## config.mk

```make
export PLATFORM = sky130hd
export DESIGN_NAME = utf8_decode_validate_width
export DESIGN_NICKNAME = d
export VERILOG_FILES = /design/src/rtl/core/u8dv_pkg.sv /design/src/rtl/core/u8dv_front.sv /design/src/rtl/core/u8dv_queue.sv /design/src/rtl/core/u8dv_back.sv /design/src/rtl/core/utf8_decode_validate_width.sv
export SDC_FILE = /design/constraint.sdc
export NUM_CORES = 1
export LEC_CHECK = 0
export BUFFER_PORTS_ARGS = -buffer_cell sky130_fd_sc_hd__buf_2
export CAP_MARGIN = 5
export CORE_MARGIN = 5
export CORE_UTILIZATION = 39
export DETAILED_ROUTE_END_ITERATION = 10
export PLACE_DENSITY = 0.52
export SYNTH_ARGS = -nofsm -noshare
export SYNTH_HDL_FRONTEND = slang
export SYNTH_HIERARCHICAL = 1
export SYNTH_SLANG_ARGS = --single-unit
```

## constraint.sdc

```tcl
create_clock -name aclk -period 7.14 [get_ports aclk]
set_clock_uncertainty 0.1 [all_clocks]
set_input_delay 1.071 -clock aclk [delete_from_list [all_inputs] [get_ports aclk]]
set_output_delay 1.071 -clock aclk [all_outputs]
set_load 0.05 [all_outputs]
```

## src/rtl/core/u8dv_pkg.sv

```systemverilog
// shared types, constants and lookup functions for the utf-8 decode/width block
// no dependencies
package u8dv_pkg;

    localparam int TOTAL_WIDTH_BITS_DEF = 16;
    localparam int QUEUE_DEPTH          = 2;
    localparam int S_TDATA_W            = 8;
    localparam int M_TDATA_W            = 48;
    localparam int M_TUSER_W            = 2;
    localparam int CP_W                 = 21;
    localparam int LEN_W                = 3;
    localparam int CW_W                 = 2;
    localparam int TW_OUT_W             = 16;

    localparam logic [CW_W-1:0] WIDTH_ZERO   = 2'd0;
    localparam logic [CW_W-1:0] WIDTH_NORMAL = 2'd1;
    localparam logic [CW_W-1:0] WIDTH_WIDE   = 2'd2;

    typedef struct packed {
        logic [CP_W-1:0]  code_point;
        logic [LEN_W-1:0] seq_len;
        logic             char_valid;
        logic             eos;
    } u8dv_entry_t;

    localparam logic [CP_W-1:0] ZERO_LO [0:7] = '{
        21'h00000, 21'h0200B, 21'h0FEFF, 21'h00300,
        21'h01DC0, 21'h020D0, 21'h0FE00, 21'h0FE20
    };
    localparam logic [CP_W-1:0] ZERO_HI [0:7] = '{
        21'h00000, 21'h0200F, 21'h0FEFF, 21'h0036F,
        21'h01DFF, 21'h020FF, 21'h0FE0F, 21'h0FE2F
    };

    localparam logic [CP_W-1:0] WIDE_LO [0:25] = '{
        21'h01100, 21'h02329, 21'h02E80, 21'h02E9B, 21'h02F00, 21'h02FF0,
        21'h03000, 21'h03041, 21'h03099, 21'h03105, 21'h03131, 21'h03190,
        21'h031F0, 21'h03220, 21'h03250, 21'h04E00, 21'h0A490, 21'h0AC00,
        21'h0F900, 21'h0FE10, 21'h0FE30, 21'h0FF01, 21'h0FFE0, 21'h1F000,
        21'h20000, 21'h30000
    };
    localparam logic [CP_W-1:0] WIDE_HI [0:25] = '{
        21'h0115F, 21'h0232A, 21'h02E99, 21'h02EF3, 21'h02FD5, 21'h02FFB,
        21'h0303E, 21'h03096, 21'h030FF, 21'h0312F, 21'h0318E, 21'h031E3,
        21'h0321E, 21'h03247, 21'h04DBF, 21'h0A48C, 21'h0A4C6, 21'h0D7A3,
        21'h0FAFF, 21'h0FE19, 21'h0FE6B, 21'h0FF60, 21'h0FFE6, 21'h1F9FF,
        21'h2FFFD, 21'h3FFFD
    };

    function automatic logic [LEN_W-1:0] lead_length(input logic [7:0] b);
        logic [LEN_W-1:0] n;
        n = 3'd0;
        priority if (b[7] == 1'b0)        n = 3'd1;
        else if (b[7:5] == 3'b110)        n = 3'd2;
        else if (b[7:4] == 4'b1110)       n = 3'd3;
        else if (b[7:3] == 5'b11110)      n = 3'd4;
        else                              n = 3'd0;
        return n;
    endfunction

    function automatic logic [CW_W-1:0] char_columns(input logic [CP_W-1:0] cp);
        logic zero_hit;
        logic wide_hit;
        logic ctrl_hit;
        logic [CW_W-1:0] w;
        zero_hit = 1'b0;
        wide_hit = 1'b0;
        for (int i = 0; i < 8; i++) begin
            if (cp >= ZERO_LO[i] && cp <= ZERO_HI[i]) begin
                zero_hit = 1'b1;
            end
        end
        for (int i = 0; i < 26; i++) begin
            if (cp >= WIDE_LO[i] && cp <= WIDE_HI[i]) begin
                wide_hit = 1'b1;
            end
        end
        ctrl_hit = (cp < 21'h20) || (cp >= 21'h7F && cp < 21'hA0);
        priority if (zero_hit || ctrl_hit) w = WIDTH_ZERO;
        else if (wide_hit)                 w = WIDTH_WIDE;
        else                               w = WIDTH_NORMAL;
        return w;
    endfunction

endpackage

```

## src/rtl/core/u8dv_front.sv

```systemverilog
// front end: collects bytes of a sequence, validates it and queues one entry per result
// depends on u8dv_pkg
module u8dv_front
    import u8dv_pkg::*;
(
    input  logic                 aclk,
    input  logic                 aresetn,
    input  logic                 in_accept,
    input  logic [7:0]           data_byte,
    input  logic                 last_byte,
    output logic                 push,
    output u8dv_entry_t          push_data
);

    logic [LEN_W-1:0] expected_reg, expected_next;
    logic [LEN_W-1:0] collected_reg, collected_next;
    logic             error_reg, error_next;
    logic [7:0]       lead_reg, lead_next;
    logic [7:0]       cont_reg [0:2];

    logic [LEN_W-1:0] lead_n;
    logic [LEN_W-1:0] len_cur;
    logic [LEN_W-1:0] col_cur;
    logic [7:0]       lead_cur, c0, c1, c2;
    logic             complete;
    logic             cont_ok;
    logic             seq_ok;
    logic [CP_W-1:0]  cp;

    assign lead_n   = lead_length(data_byte);
    assign len_cur  = (expected_reg == 3'd0) ? lead_n : expected_reg;
    assign col_cur  = (expected_reg == 3'd0) ? 3'd1 : collected_reg + 3'd1;
    assign lead_cur = (expected_reg == 3'd0) ? data_byte : lead_reg;
    assign c0       = (collected_reg == 3'd1) ? data_byte : cont_reg[0];
    assign c1       = (collected_reg == 3'd2) ? data_byte : cont_reg[1];
    assign c2       = (collected_reg == 3'd3) ? data_byte : cont_reg[2];
    assign complete = (len_cur != 3'd0) && (col_cur == len_cur);

    always_comb begin
        cont_ok = 1'b1;
        if (len_cur >= 3'd2 && c0[7:6] != 2'b10) cont_ok = 1'b0;
        if (len_cur >= 3'd3 && c1[7:6] != 2'b10) cont_ok = 1'b0;
        if (len_cur == 3'd4 && c2[7:6] != 2'b10) cont_ok = 1'b0;
    end

    always_comb begin
        cp     = '0;
        seq_ok = 1'b0;
        unique case (len_cur)
            3'd1: begin
                cp     = {14'd0, lead_cur[6:0]};
                seq_ok = 1'b1;
            end
            3'd2: begin
                cp     = {10'd0, lead_cur[4:0], c0[5:0]};
                seq_ok = (cp >= 21'h80);
            end
            3'd3: begin
                cp     = {5'd0, lead_cur[3:0], c0[5:0], c1[5:0]};
                seq_ok = (cp >= 21'h800) && !(cp >= 21'hD800 && cp <= 21'hDFFF);
            end
            3'd4: begin
                cp     = {lead_cur[2:0], c0[5:0], c1[5:0], c2[5:0]};
                seq_ok = (cp >= 21'h10000) && (cp <= 21'h10FFFF);
            end
            default: begin
                cp     = '0;
                seq_ok = 1'b0;
            end
        endcase
    end

    always_comb begin
        expected_next  = expected_reg;
        collected_next = collected_reg;
        error_next     = error_reg;
        lead_next      = lead_reg;
        push           = 1'b0;
        push_data      = '{code_point: '0, seq_len: '0, char_valid: 1'b0, eos: last_byte};
        if (in_accept) begin
            priority if (error_reg) begin
                if (last_byte) begin
                    push           = 1'b1;
                    error_next     = 1'b0;
                    expected_next  = 3'd0;
                    collected_next = 3'd0;
                end
            end else if (expected_reg == 3'd0 && lead_n == 3'd0) begin
                // bad lead byte
                push       = 1'b1;
                error_next = !last_byte;
            end else begin
                if (expected_reg == 3'd0) begin
                    lead_next = data_byte;
                end
                if (complete) begin
                    push           = 1'b1;
                    push_data.seq_len    = len_cur;
                    push_data.char_valid = cont_ok && seq_ok;
                    push_data.code_point = (cont_ok && seq_ok) ? cp : '0;
                    error_next     = !(cont_ok && seq_ok) && !last_byte;
                    expected_next  = 3'd0;
                    collected_next = 3'd0;
                end else if (last_byte) begin
                    // truncated sequence
                    push           = 1'b1;
                    expected_next  = 3'd0;
                    collected_next = 3'd0;
                end else begin
                    expected_next  = len_cur;
                    collected_next = col_cur;
                end
            end
        end
    end

    always_ff @(posedge aclk) begin
        if (!aresetn) begin
            expected_reg  <= '0;
            collected_reg <= '0;
            error_reg     <= 1'b0;
            lead_reg      <= '0;
        end else begin
            expected_reg  <= expected_next;
            collected_reg <= collected_next;
            error_reg     <= error_next;
            lead_reg      <= lead_next;
        end
    end

    always_ff @(posedge aclk) begin
        if (in_accept && !error_reg && expected_reg != 3'd0) begin
            unique case (collected_reg)
                3'd1:    cont_reg[0] <= data_byte;
                3'd2:    cont_reg[1] <= data_byte;
                3'd3:    cont_reg[2] <= data_byte;
                default: ;
            endcase
        end
    end

endmodule

```

## src/rtl/core/u8dv_queue.sv

```systemverilog
// short register queue between front and back ends
// depends on u8dv_pkg
module u8dv_queue
    import u8dv_pkg::*;
#(
    parameter int DEPTH = QUEUE_DEPTH
) (
    input  logic        aclk,
    input  logic        aresetn,
    input  logic        push,
    input  u8dv_entry_t push_data,
    output logic        full,
    input  logic        pop,
    output u8dv_entry_t pop_data,
    output logic        empty
);

    localparam int PTR_W = (DEPTH > 1) ? $clog2(DEPTH) : 1;
    localparam int CNT_W = $clog2(DEPTH + 1);
    localparam logic [PTR_W-1:0] PTR_LAST = PTR_W'(DEPTH - 1);

    u8dv_entry_t      slot_reg [0:DEPTH-1];
    logic [PTR_W-1:0] wr_ptr_reg, wr_ptr_next;
    logic [PTR_W-1:0] rd_ptr_reg, rd_ptr_next;
    logic [CNT_W-1:0] count_reg, count_next;
    logic             do_push, do_pop;

    assign full     = (count_reg == CNT_W'(DEPTH));
    assign empty    = (count_reg == '0);
    assign do_push  = push && !full;
    assign do_pop   = pop && !empty;
    assign pop_data = slot_reg[rd_ptr_reg];

    always_comb begin
        wr_ptr_next = wr_ptr_reg;
        rd_ptr_next = rd_ptr_reg;
        count_next  = count_reg;
        if (do_push) begin
            wr_ptr_next = (wr_ptr_reg == PTR_LAST) ? '0 : wr_ptr_reg + 1'b1;
        end
        if (do_pop) begin
            rd_ptr_next = (rd_ptr_reg == PTR_LAST) ? '0 : rd_ptr_reg + 1'b1;
        end
        if (do_push && !do_pop) begin
            count_next = count_reg + 1'b1;
        end else if (do_pop && !do_push) begin
            count_next = count_reg - 1'b1;
        end
    end

    always_ff @(posedge aclk) begin
        if (!aresetn) begin
            wr_ptr_reg <= '0;
            rd_ptr_reg <= '0;
            count_reg  <= '0;
        end else begin
            wr_ptr_reg <= wr_ptr_next;
            rd_ptr_reg <= rd_ptr_next;
            count_reg  <= count_next;
        end
    end

    always_ff @(posedge aclk) begin
        if (do_push) begin
            slot_reg[wr_ptr_reg] <= push_data;
        end
    end

endmodule

```

## src/rtl/core/u8dv_back.sv

```systemverilog
// back end: width lookup, saturating running width and output register
// depends on u8dv_pkg
module u8dv_back
    import u8dv_pkg::*;
#(
    parameter int TOTAL_WIDTH_BITS = TOTAL_WIDTH_BITS_DEF
) (
    input  logic                 aclk,
    input  logic                 aresetn,
    input  logic                 q_empty,
    input  u8dv_entry_t          q_data,
    output logic                 q_pop,
    output logic                 m_tvalid,
    input  logic                 m_tready,
    output logic [M_TDATA_W-1:0] m_tdata,
    output logic [M_TUSER_W-1:0] m_tuser,
    output logic                 m_tlast
);

    localparam int SUM_W = TOTAL_WIDTH_BITS + 1;
    localparam int EXT_W = TOTAL_WIDTH_BITS + TW_OUT_W;

    logic [TOTAL_WIDTH_BITS-1:0] wsum_reg, wsum_next;
    logic                        m_valid_reg, m_valid_next;
    logic [CP_W-1:0]             cp_reg;
    logic [LEN_W-1:0]            len_reg;
    logic                        cvalid_reg;
    logic [CW_W-1:0]             cw_reg;
    logic [TW_OUT_W-1:0]         tw_reg;
    logic                        eos_reg;

    logic [CW_W-1:0]             cw;
    logic [SUM_W-1:0]            sum_wide;
    logic [TOTAL_WIDTH_BITS-1:0] sum_sat;
    logic [TOTAL_WIDTH_BITS-1:0] shown;
    logic [EXT_W-1:0]            shown_ext;

    assign q_pop     = !q_empty && (!m_valid_reg || m_tready);
    assign cw        = q_data.char_valid ? char_columns(q_data.code_point) : WIDTH_ZERO;
    assign sum_wide  = {1'b0, wsum_reg} + SUM_W'(cw);
    assign sum_sat   = sum_wide[SUM_W-1] ? '1 : sum_wide[TOTAL_WIDTH_BITS-1:0];
    assign shown     = q_data.char_valid ? sum_sat : wsum_reg;
    assign shown_ext = EXT_W'(shown);

    always_comb begin
        wsum_next    = wsum_reg;
        m_valid_next = m_valid_reg;
        if (m_valid_reg && m_tready) begin
            m_valid_next = 1'b0;
        end
        if (q_pop) begin
            m_valid_next = 1'b1;
            wsum_next    = q_data.eos ? '0 : shown;
        end
    end

    always_ff @(posedge aclk) begin
        if (!aresetn) begin
            wsum_reg    <= '0;
            m_valid_reg <= 1'b0;
        end else begin
            wsum_reg    <= wsum_next;
            m_valid_reg <= m_valid_next;
        end
    end

    always_ff @(posedge aclk) begin
        if (q_pop) begin
            cp_reg     <= q_data.code_point;
            len_reg    <= q_data.seq_len;
            cvalid_reg <= q_data.char_valid;
            cw_reg     <= cw;
            tw_reg     <= shown_ext[TW_OUT_W-1:0];
            eos_reg    <= q_data.eos;
        end
    end

    assign m_tvalid = m_valid_reg;
    assign m_tdata  = {6'd0, tw_reg, cw_reg, len_reg, cp_reg};
    assign m_tuser  = {cvalid_reg, cvalid_reg};
    assign m_tlast  = eos_reg;

`ifndef SYNTHESIS
    a_invalid_zero: assert property (@(posedge aclk) disable iff (!aresetn)
        (m_valid_reg && !cvalid_reg) |-> (cp_reg == '0 && cw_reg == WIDTH_ZERO))
        else $error("invalid result carries character data");
    a_valid_len: assert property (@(posedge aclk) disable iff (!aresetn)
        (m_valid_reg && cvalid_reg) |-> (len_reg != 3'd0 && len_reg <= 3'd4))
        else $error("valid character with bad sequence length");
    a_pop_shows: assert property (@(posedge aclk) disable iff (!aresetn)
        q_pop |=> m_valid_reg)
        else $error("popped entry not presented");
    a_sum_cleared: assert property (@(posedge aclk) disable iff (!aresetn)
        (q_pop && q_data.eos) |=> (wsum_reg == '0))
        else $error("running width not cleared at end of string");
`endif

endmodule

```

## src/rtl/core/utf8_decode_validate_width.sv

```systemverilog
// utf-8 decoder/validator with display width: a byte that closes a sequence, a bad lead
// byte or an s_tlast byte gives a result via the queue and output register; others give none
// one byte per cycle through the combinational front decode while the 2-entry queue has room
// the output register takes a new word while the downstream side drains the held one
// aresetn synchronous: clears sequence state, error flag, running width and queue
// depends on u8dv_pkg, u8dv_front, u8dv_queue, u8dv_back
module utf8_decode_validate_width
    import u8dv_pkg::*;
#(
    parameter int TOTAL_WIDTH_BITS = TOTAL_WIDTH_BITS_DEF
) (
    input  logic                 aclk,
    input  logic                 aresetn,
    input  logic                 s_tvalid,
    output logic                 s_tready,
    input  logic [S_TDATA_W-1:0] s_tdata,   // [7:0] data_byte
    input  logic                 s_tlast,
    output logic                 m_tvalid,
    input  logic                 m_tready,
    output logic [M_TDATA_W-1:0] m_tdata,   // [20:0] code_point, [23:21] sequence_length,
                                            // [25:24] char_width, [41:26] running_width
    output logic [M_TUSER_W-1:0] m_tuser,   // [0] char_valid, [1] copy of char_valid
    output logic                 m_tlast
);

    logic        in_accept;
    logic        push;
    u8dv_entry_t push_data;
    logic        q_full;
    logic        q_pop;
    u8dv_entry_t q_data;
    logic        q_empty;

    assign s_tready  = !q_full;
    assign in_accept = s_tvalid && s_tready;

    u8dv_front u_front (
        .aclk      (aclk),
        .aresetn   (aresetn),
        .in_accept (in_accept),
        .data_byte (s_tdata[7:0]),
        .last_byte (s_tlast),
        .push      (push),
        .push_data (push_data)
    );

    u8dv_queue #(
        .DEPTH (QUEUE_DEPTH)
    ) u_queue (
        .aclk      (aclk),
        .aresetn   (aresetn),
        .push      (push),
        .push_data (push_data),
        .full      (q_full),
        .pop       (q_pop),
        .pop_data  (q_data),
        .empty     (q_empty)
    );

    u8dv_back #(
        .TOTAL_WIDTH_BITS (TOTAL_WIDTH_BITS)
    ) u_back (
        .aclk     (aclk),
        .aresetn  (aresetn),
        .q_empty  (q_empty),
        .q_data   (q_data),
        .q_pop    (q_pop),
        .m_tvalid (m_tvalid),
        .m_tready (m_tready),
        .m_tdata  (m_tdata),
        .m_tuser  (m_tuser),
        .m_tlast  (m_tlast)
    );

endmodule
```

; After elaboration in Yosys (flattened, before gate mapping)
; Memories as Yosys holds them, arrays and structs flattened. A register that Yosys moved wholly into a read port is not among the register bits.
; Cells that the tools add are included.
[classes]
bitwise_logic = 2
muxes = 103
n_reduce_logical = 77
addsub = 6
eq_ne = 17
magnitude_cmp = 79
[ops]
columns = cell, n
row1 = ">= comparator 21 x 14 -> 1 bit, second input constant", 16
row2 = "<= comparator 21 x 14 -> 1 bit, second input constant", 15
row3 = "<= comparator 21 x 16 -> 1 bit, second input constant", 11
row4 = ">= comparator 21 x 16 -> 1 bit, second input constant", 10
row5 = two-way mux 25 bit, 4
row6 = one-hot mux 21 bit (4 select lines), 1
row7 = two-way mux 1 bit, 65
row8 = logical AND 1 bit, 54
row9 = two-way mux 16 bit, 3
row10 = two-way mux 3 bit, 15
row11 = ">= comparator 21 x 13 -> 1 bit, second input constant", 2
row12 = ">= comparator 21 x 17 -> 1 bit, second input constant", 2
row13 = ">= comparator 21 x 18 -> 1 bit, second input constant", 2
row14 = "<= comparator 21 x 13 -> 1 bit, second input constant", 2
row15 = "<= comparator 21 x 18 -> 1 bit, second input constant", 2
row16 = two-way mux 8 bit, 5
row17 = ">= comparator 21 x 1 -> 1 bit, second input constant", 1
row18 = ">= comparator 21 x 10 -> 1 bit, second input constant", 1
row19 = ">= comparator 21 x 15 -> 1 bit, second input constant", 1
row20 = ">= comparator 21 x 7 -> 1 bit, second input constant", 1
row21 = "<= comparator 21 x 1 -> 1 bit, second input constant", 1
row22 = "<= comparator 21 x 10 -> 1 bit, second input constant", 1
row23 = "<= comparator 21 x 15 -> 1 bit, second input constant", 1
row24 = "<= comparator 21 x 17 -> 1 bit, second input constant", 1
row25 = other kinds (35), 67
[word_totals]
mem_count = 2
ram_bits = 76
input_bits = 13
register_bits = 79
[mem_list]
columns = name, words, width, rd, rd_ports_with_merged_regs, write_ports, line_no
row1 = u_queue.slot_reg, 2, 26, 1, 1, 1, u8dv_queue.sv:22  ; u8dv_entry_t slot_reg [0:DEPTH-1];
row2 = u_front.cont_reg, 3, 8, 3, 0, 1, u8dv_front.sv:19  ; logic [7:0] cont_reg [0:2];

; Longest topological paths before layout
[logic_depth]
word_depth = 35
mapped_depth = 25
mapped_depth_nobuf = 18

; Cells and area by module
; Netlist, hierarchy kept.
[modules_own_cells]
columns = mod, cells_each, area_each_um2, seq_area_each_um2, n_inst
row1 = u8dv_back, 478, 4220.3, 1661.6, 1
row2 = u8dv_front, 289, 2723.9, 1001.0, 1
row3 = u8dv_queue, 106, 2108.3, 1661.6, 1
row4 = utf8_decode_validate_width, 2, 10.0, 0.0, 1

; Worst setup path after synthesis
; No wires, ideal clock.
[synth_path]
path_kind = register to register
from = register (tool-made name)
to = register u_back.wsum_reg[13]
path_slack_ps = 1574
synth_period_minus_slack_ps = 5566
setup_ps = 60
arrival_ps = 5405
stages_incl_launch_ff = 22
path_cell_list = dfxtp_1 buf_2 buf_4 mux2_2 or4_4 or4_4 a2111oi_2 o31ai_1 o21ai_1 o2111ai_1 nor4b_2 ha_1 inv_1 fa_1 nand4b_1 nor3_2 nand3_1 or3_1 clkbuf_1 buf_2 a41oi_1 o221a_1
[synth_lines]
columns = item, line_no
row1 = "end signal, assigned", u8dv_back.sv:62  ; wsum_reg <= wsum_next;
row2 = "end, declared", u8dv_back.sv:23  ; logic [TOTAL_WIDTH_BITS-1:0] wsum_reg, wsum_next;

==> flow_summary_export.csv <==
group,metric,value,unit
pwr,p_total,3.80,mW
yosys,synth_edf_count,120,
pwr,power.leakage,3.54,nW
timing,rsz0062_at_grt,"no",
clock_tree,numCtsBuffers,17,
final_layout,drive_gt1_frac,0.205,
clock_tree,hold_buffers,0,
floorplanning,ios,66,
timing,finalCritPeriodShare,0.894,
flow_run,maxCapViolations,0,
outcome,status,"complete, no violations",
placement,dp_hpwl,16600,um
worst_setup_path,arrival,6.65,ns
detailed_routing,via_count,7241,
detailed_routing,routedWlPerCell,19.5,um
yosys,synth_ff_type,"edfxtp_1",
grt,antenna_found_initial,0,
final_layout,fill_cells,2182,
yosys,synthTopCellsByCount,"120 x edfxtp_1, 66 x nor2_1, 65 x nand2_1, 36 x dfxtp_1, 34 x clkbuf_1",
grt,grt_pass1_wl,38300,um
worst_hold_path,min_from,"u_back/m_tvalid$_SDFFE_PN0P_",
final_layout,antenna_cells,0,
worst_setup_path,critPathMaxFanout,23,
grt,grt_max_degree,49,
detailed_routing,drt-initial-drc-count,684,
clock_tree,cts_tree,"built",
timing,post-route-min-period,6.38,ns
timing,relSlewSlack,0.272,
clock_tree,clockRootBuffer,"clkbuf_16",
placement,gp_congestion,1.02,
yosys,syn_area,0.00906,mm^2
yosys,synth.distinct_cells,94,
final_layout,nets,925,
timing,setup_viol,0,
floorplanning,row_count,55,
final_layout,syn2layout_area_growth,11.0,%
yosys,synth-async-reset-ratio,0,
floorplanning,die_x,162,um
detailed_routing,routed_wl,24000,um
yosys,yosys.area.top_type_share,0.398,
clock_tree,ctsResizeCount,0,
worst_setup_path,worstPathRequired,7.41,ns
timing,finalSetupTns,0,ns
yosys,syn_inst,875,
grt,grt_usage,0.180,
final_layout,largest_reg_flops,52,
clock_tree,clockBufferDepth,2,
grt,overflow,0,
worst_hold_path,holdCritPathClass,"flop to flop",
floorplanning,die-area,0.0264,mm^2
yosys,avgSynthCellArea,10.4,um^2
timing,drv_slew,0,
timing,finalHoldViolCount,0,
worst_setup_path,endpoint_kind,"flop",
worst_setup_path,criticalPathCategory,"flop to flop",
clock_tree,cts_setup_buffers,0,
floorplanning,start_util,0.398,
detailed_routing,via_per_inst,5.89,
yosys,synth_area_leaders,"edfxtp_1 40%, dfxtp_1 8.0%, mux2_2 3.6%",
detailed_routing,ant_nets,0,
worst_setup_path,critPathLaunchType,"flop",
grt,grt_pass1_vias,6961,
timing,tightest_slew,1.09,ns
clock_tree,clk_pin_slew_worst_paths,0.07,ns
detailed_routing,drtPass1Iterations,6,
pwr,p_per_area,377,mW/mm^2
final_layout,final_util,0.442,
yosys,yosys.cell_count.top_type,"edfxtp_1",
floorplanning,coreArea,0.0228,mm^2
floorplanning,die_y,162,um
yosys,yosys_warnings,6,
yosys,ys_seq_elements,156,
clock_tree,htree_levels,4,
clock_tree,clock_latency,0.42,ns
yosys,synth-seq-area-share,0.477,
clock_tree,clock_sinks,156,
detailed_routing,drcViolationCount,0,
pwr,ir_worst_vdd,0.000175,V
yosys,yosys.area.top_type,"edfxtp_1",
placement,port_buffers,59,
timing,fmax,157,MHz
placed cells by master, fill, tap and decap left out, types with 16 or more instances in the layout:
cell type and instances:
o21ai_0 28, nor2_2 16, nor4_1 18, nand3_1 20, dfxtp_1 36, clkbuf_16 17
buf_4 20, buf_2 59, mux2i_1 29, nand4_1 16, nor2_1 66, o22ai_1 16
a21oi_1 28, mux2_2 29, edfxtp_1 120, inv_1 17, nand2_1 65, a31oi_1 22
nor2b_1 20, nor3_1 27
metal layers:
layer	wire length, um	vias up	GRT usage
li1	-	3380	-
met1	10600	3477	0.239
met2	11100	318	0.286
met3	1580	66	0.0370
met4	708	0	0.0792
met5	0	-	0
critical path, cell delays in order (launching register included):
cell and delay, ns:
dfxtp_1 0.58, buf_4 0.30, mux2_2 0.53, or2_0 0.39
a221oi_1 0.37, a221oi_1 0.12, a211oi_1 0.28, o22ai_1 0.13
or4_1 0.56, nor4b_2 0.38, ha_1 0.25, inv_1 0.07
fa_1 0.39, nand4b_1 0.30, nor3_2 0.36, nand3_1 0.20
or3_1 0.37, buf_4 0.21, a41oi_1 0.23, o221a_1 0.19
cell families after synthesis:
kind of cell / after synthesis / synth area share
xor gates and xnor gates: 15 / 0.0145
adders and majority gates: 8 / 0.0119
AOI/OAI and AO/OA: 198 / 0.159
buffers and inverters: 94 / 0.0529
and+or+nand+nor: 342 / 0.211
muxes: 61 / 0.0734
DFF: 156 / 0.477
other: 1 / 0.000414
power by group:
part           internal, mW  total, mW  switching (mW)
Clock                 0.449      0.826           0.377
Sequential             1.22       1.29          0.0720
Combinational         0.421       1.68            1.26
Total                  2.09       3.80            1.71
final cells by class:
cell class                      instances  area (um^2)  share of cell area
Timing Repair Buffer                   79          445              0.0443
Tap cell                              313          392              0.0389
Clock inverter                         15          113              0.0112
Multi-Input combinational cell        630         4280               0.426
Sequential cell                       156         4320               0.430
Clock buffer                           17          425              0.0423
Inverter                               20         75.1             0.00746
final timing paths:
| path | endpoint | slack (ns) | depth (start not counted) |
|---|---|---|---|
| worst min register to register | u_back/m_tvalid$_SDFFE_PN0P_ | 0.41 | 2 |
| worst min-delay path | u_back/m_tvalid$_SDFFE_PN0P_ | 0.41 | 2 |
| worst max-delay path | u_back/wsum_reg[13]$_SDFFE_PN0P_ | 0.76 | 19 |
| worst max register to register | u_back/wsum_reg[13]$_SDFFE_PN0P_ | 0.76 | 19 |
per-stage QoR:
stage | std cells | hold slack [ns] | setup slack (ns) | cell area [um^2]
3_5_place_dp | 1198 | 0.413 | 0.750 | 9520
4_1_cts | 1230 | 0.423 | 0.719 | 10100
5_1_grt | 1230 | 0.441 | 0.286 | 10100
3_3_place_gp | 1198 | 0.403 | 0.961 | 9520
2_1_floorplan | 880 | 0.383 | 1.57 | 9080
6_report | 1230 | 0.414 | 0.759 | 10100
Note: power is estimated with default switching activity, not from simulation.
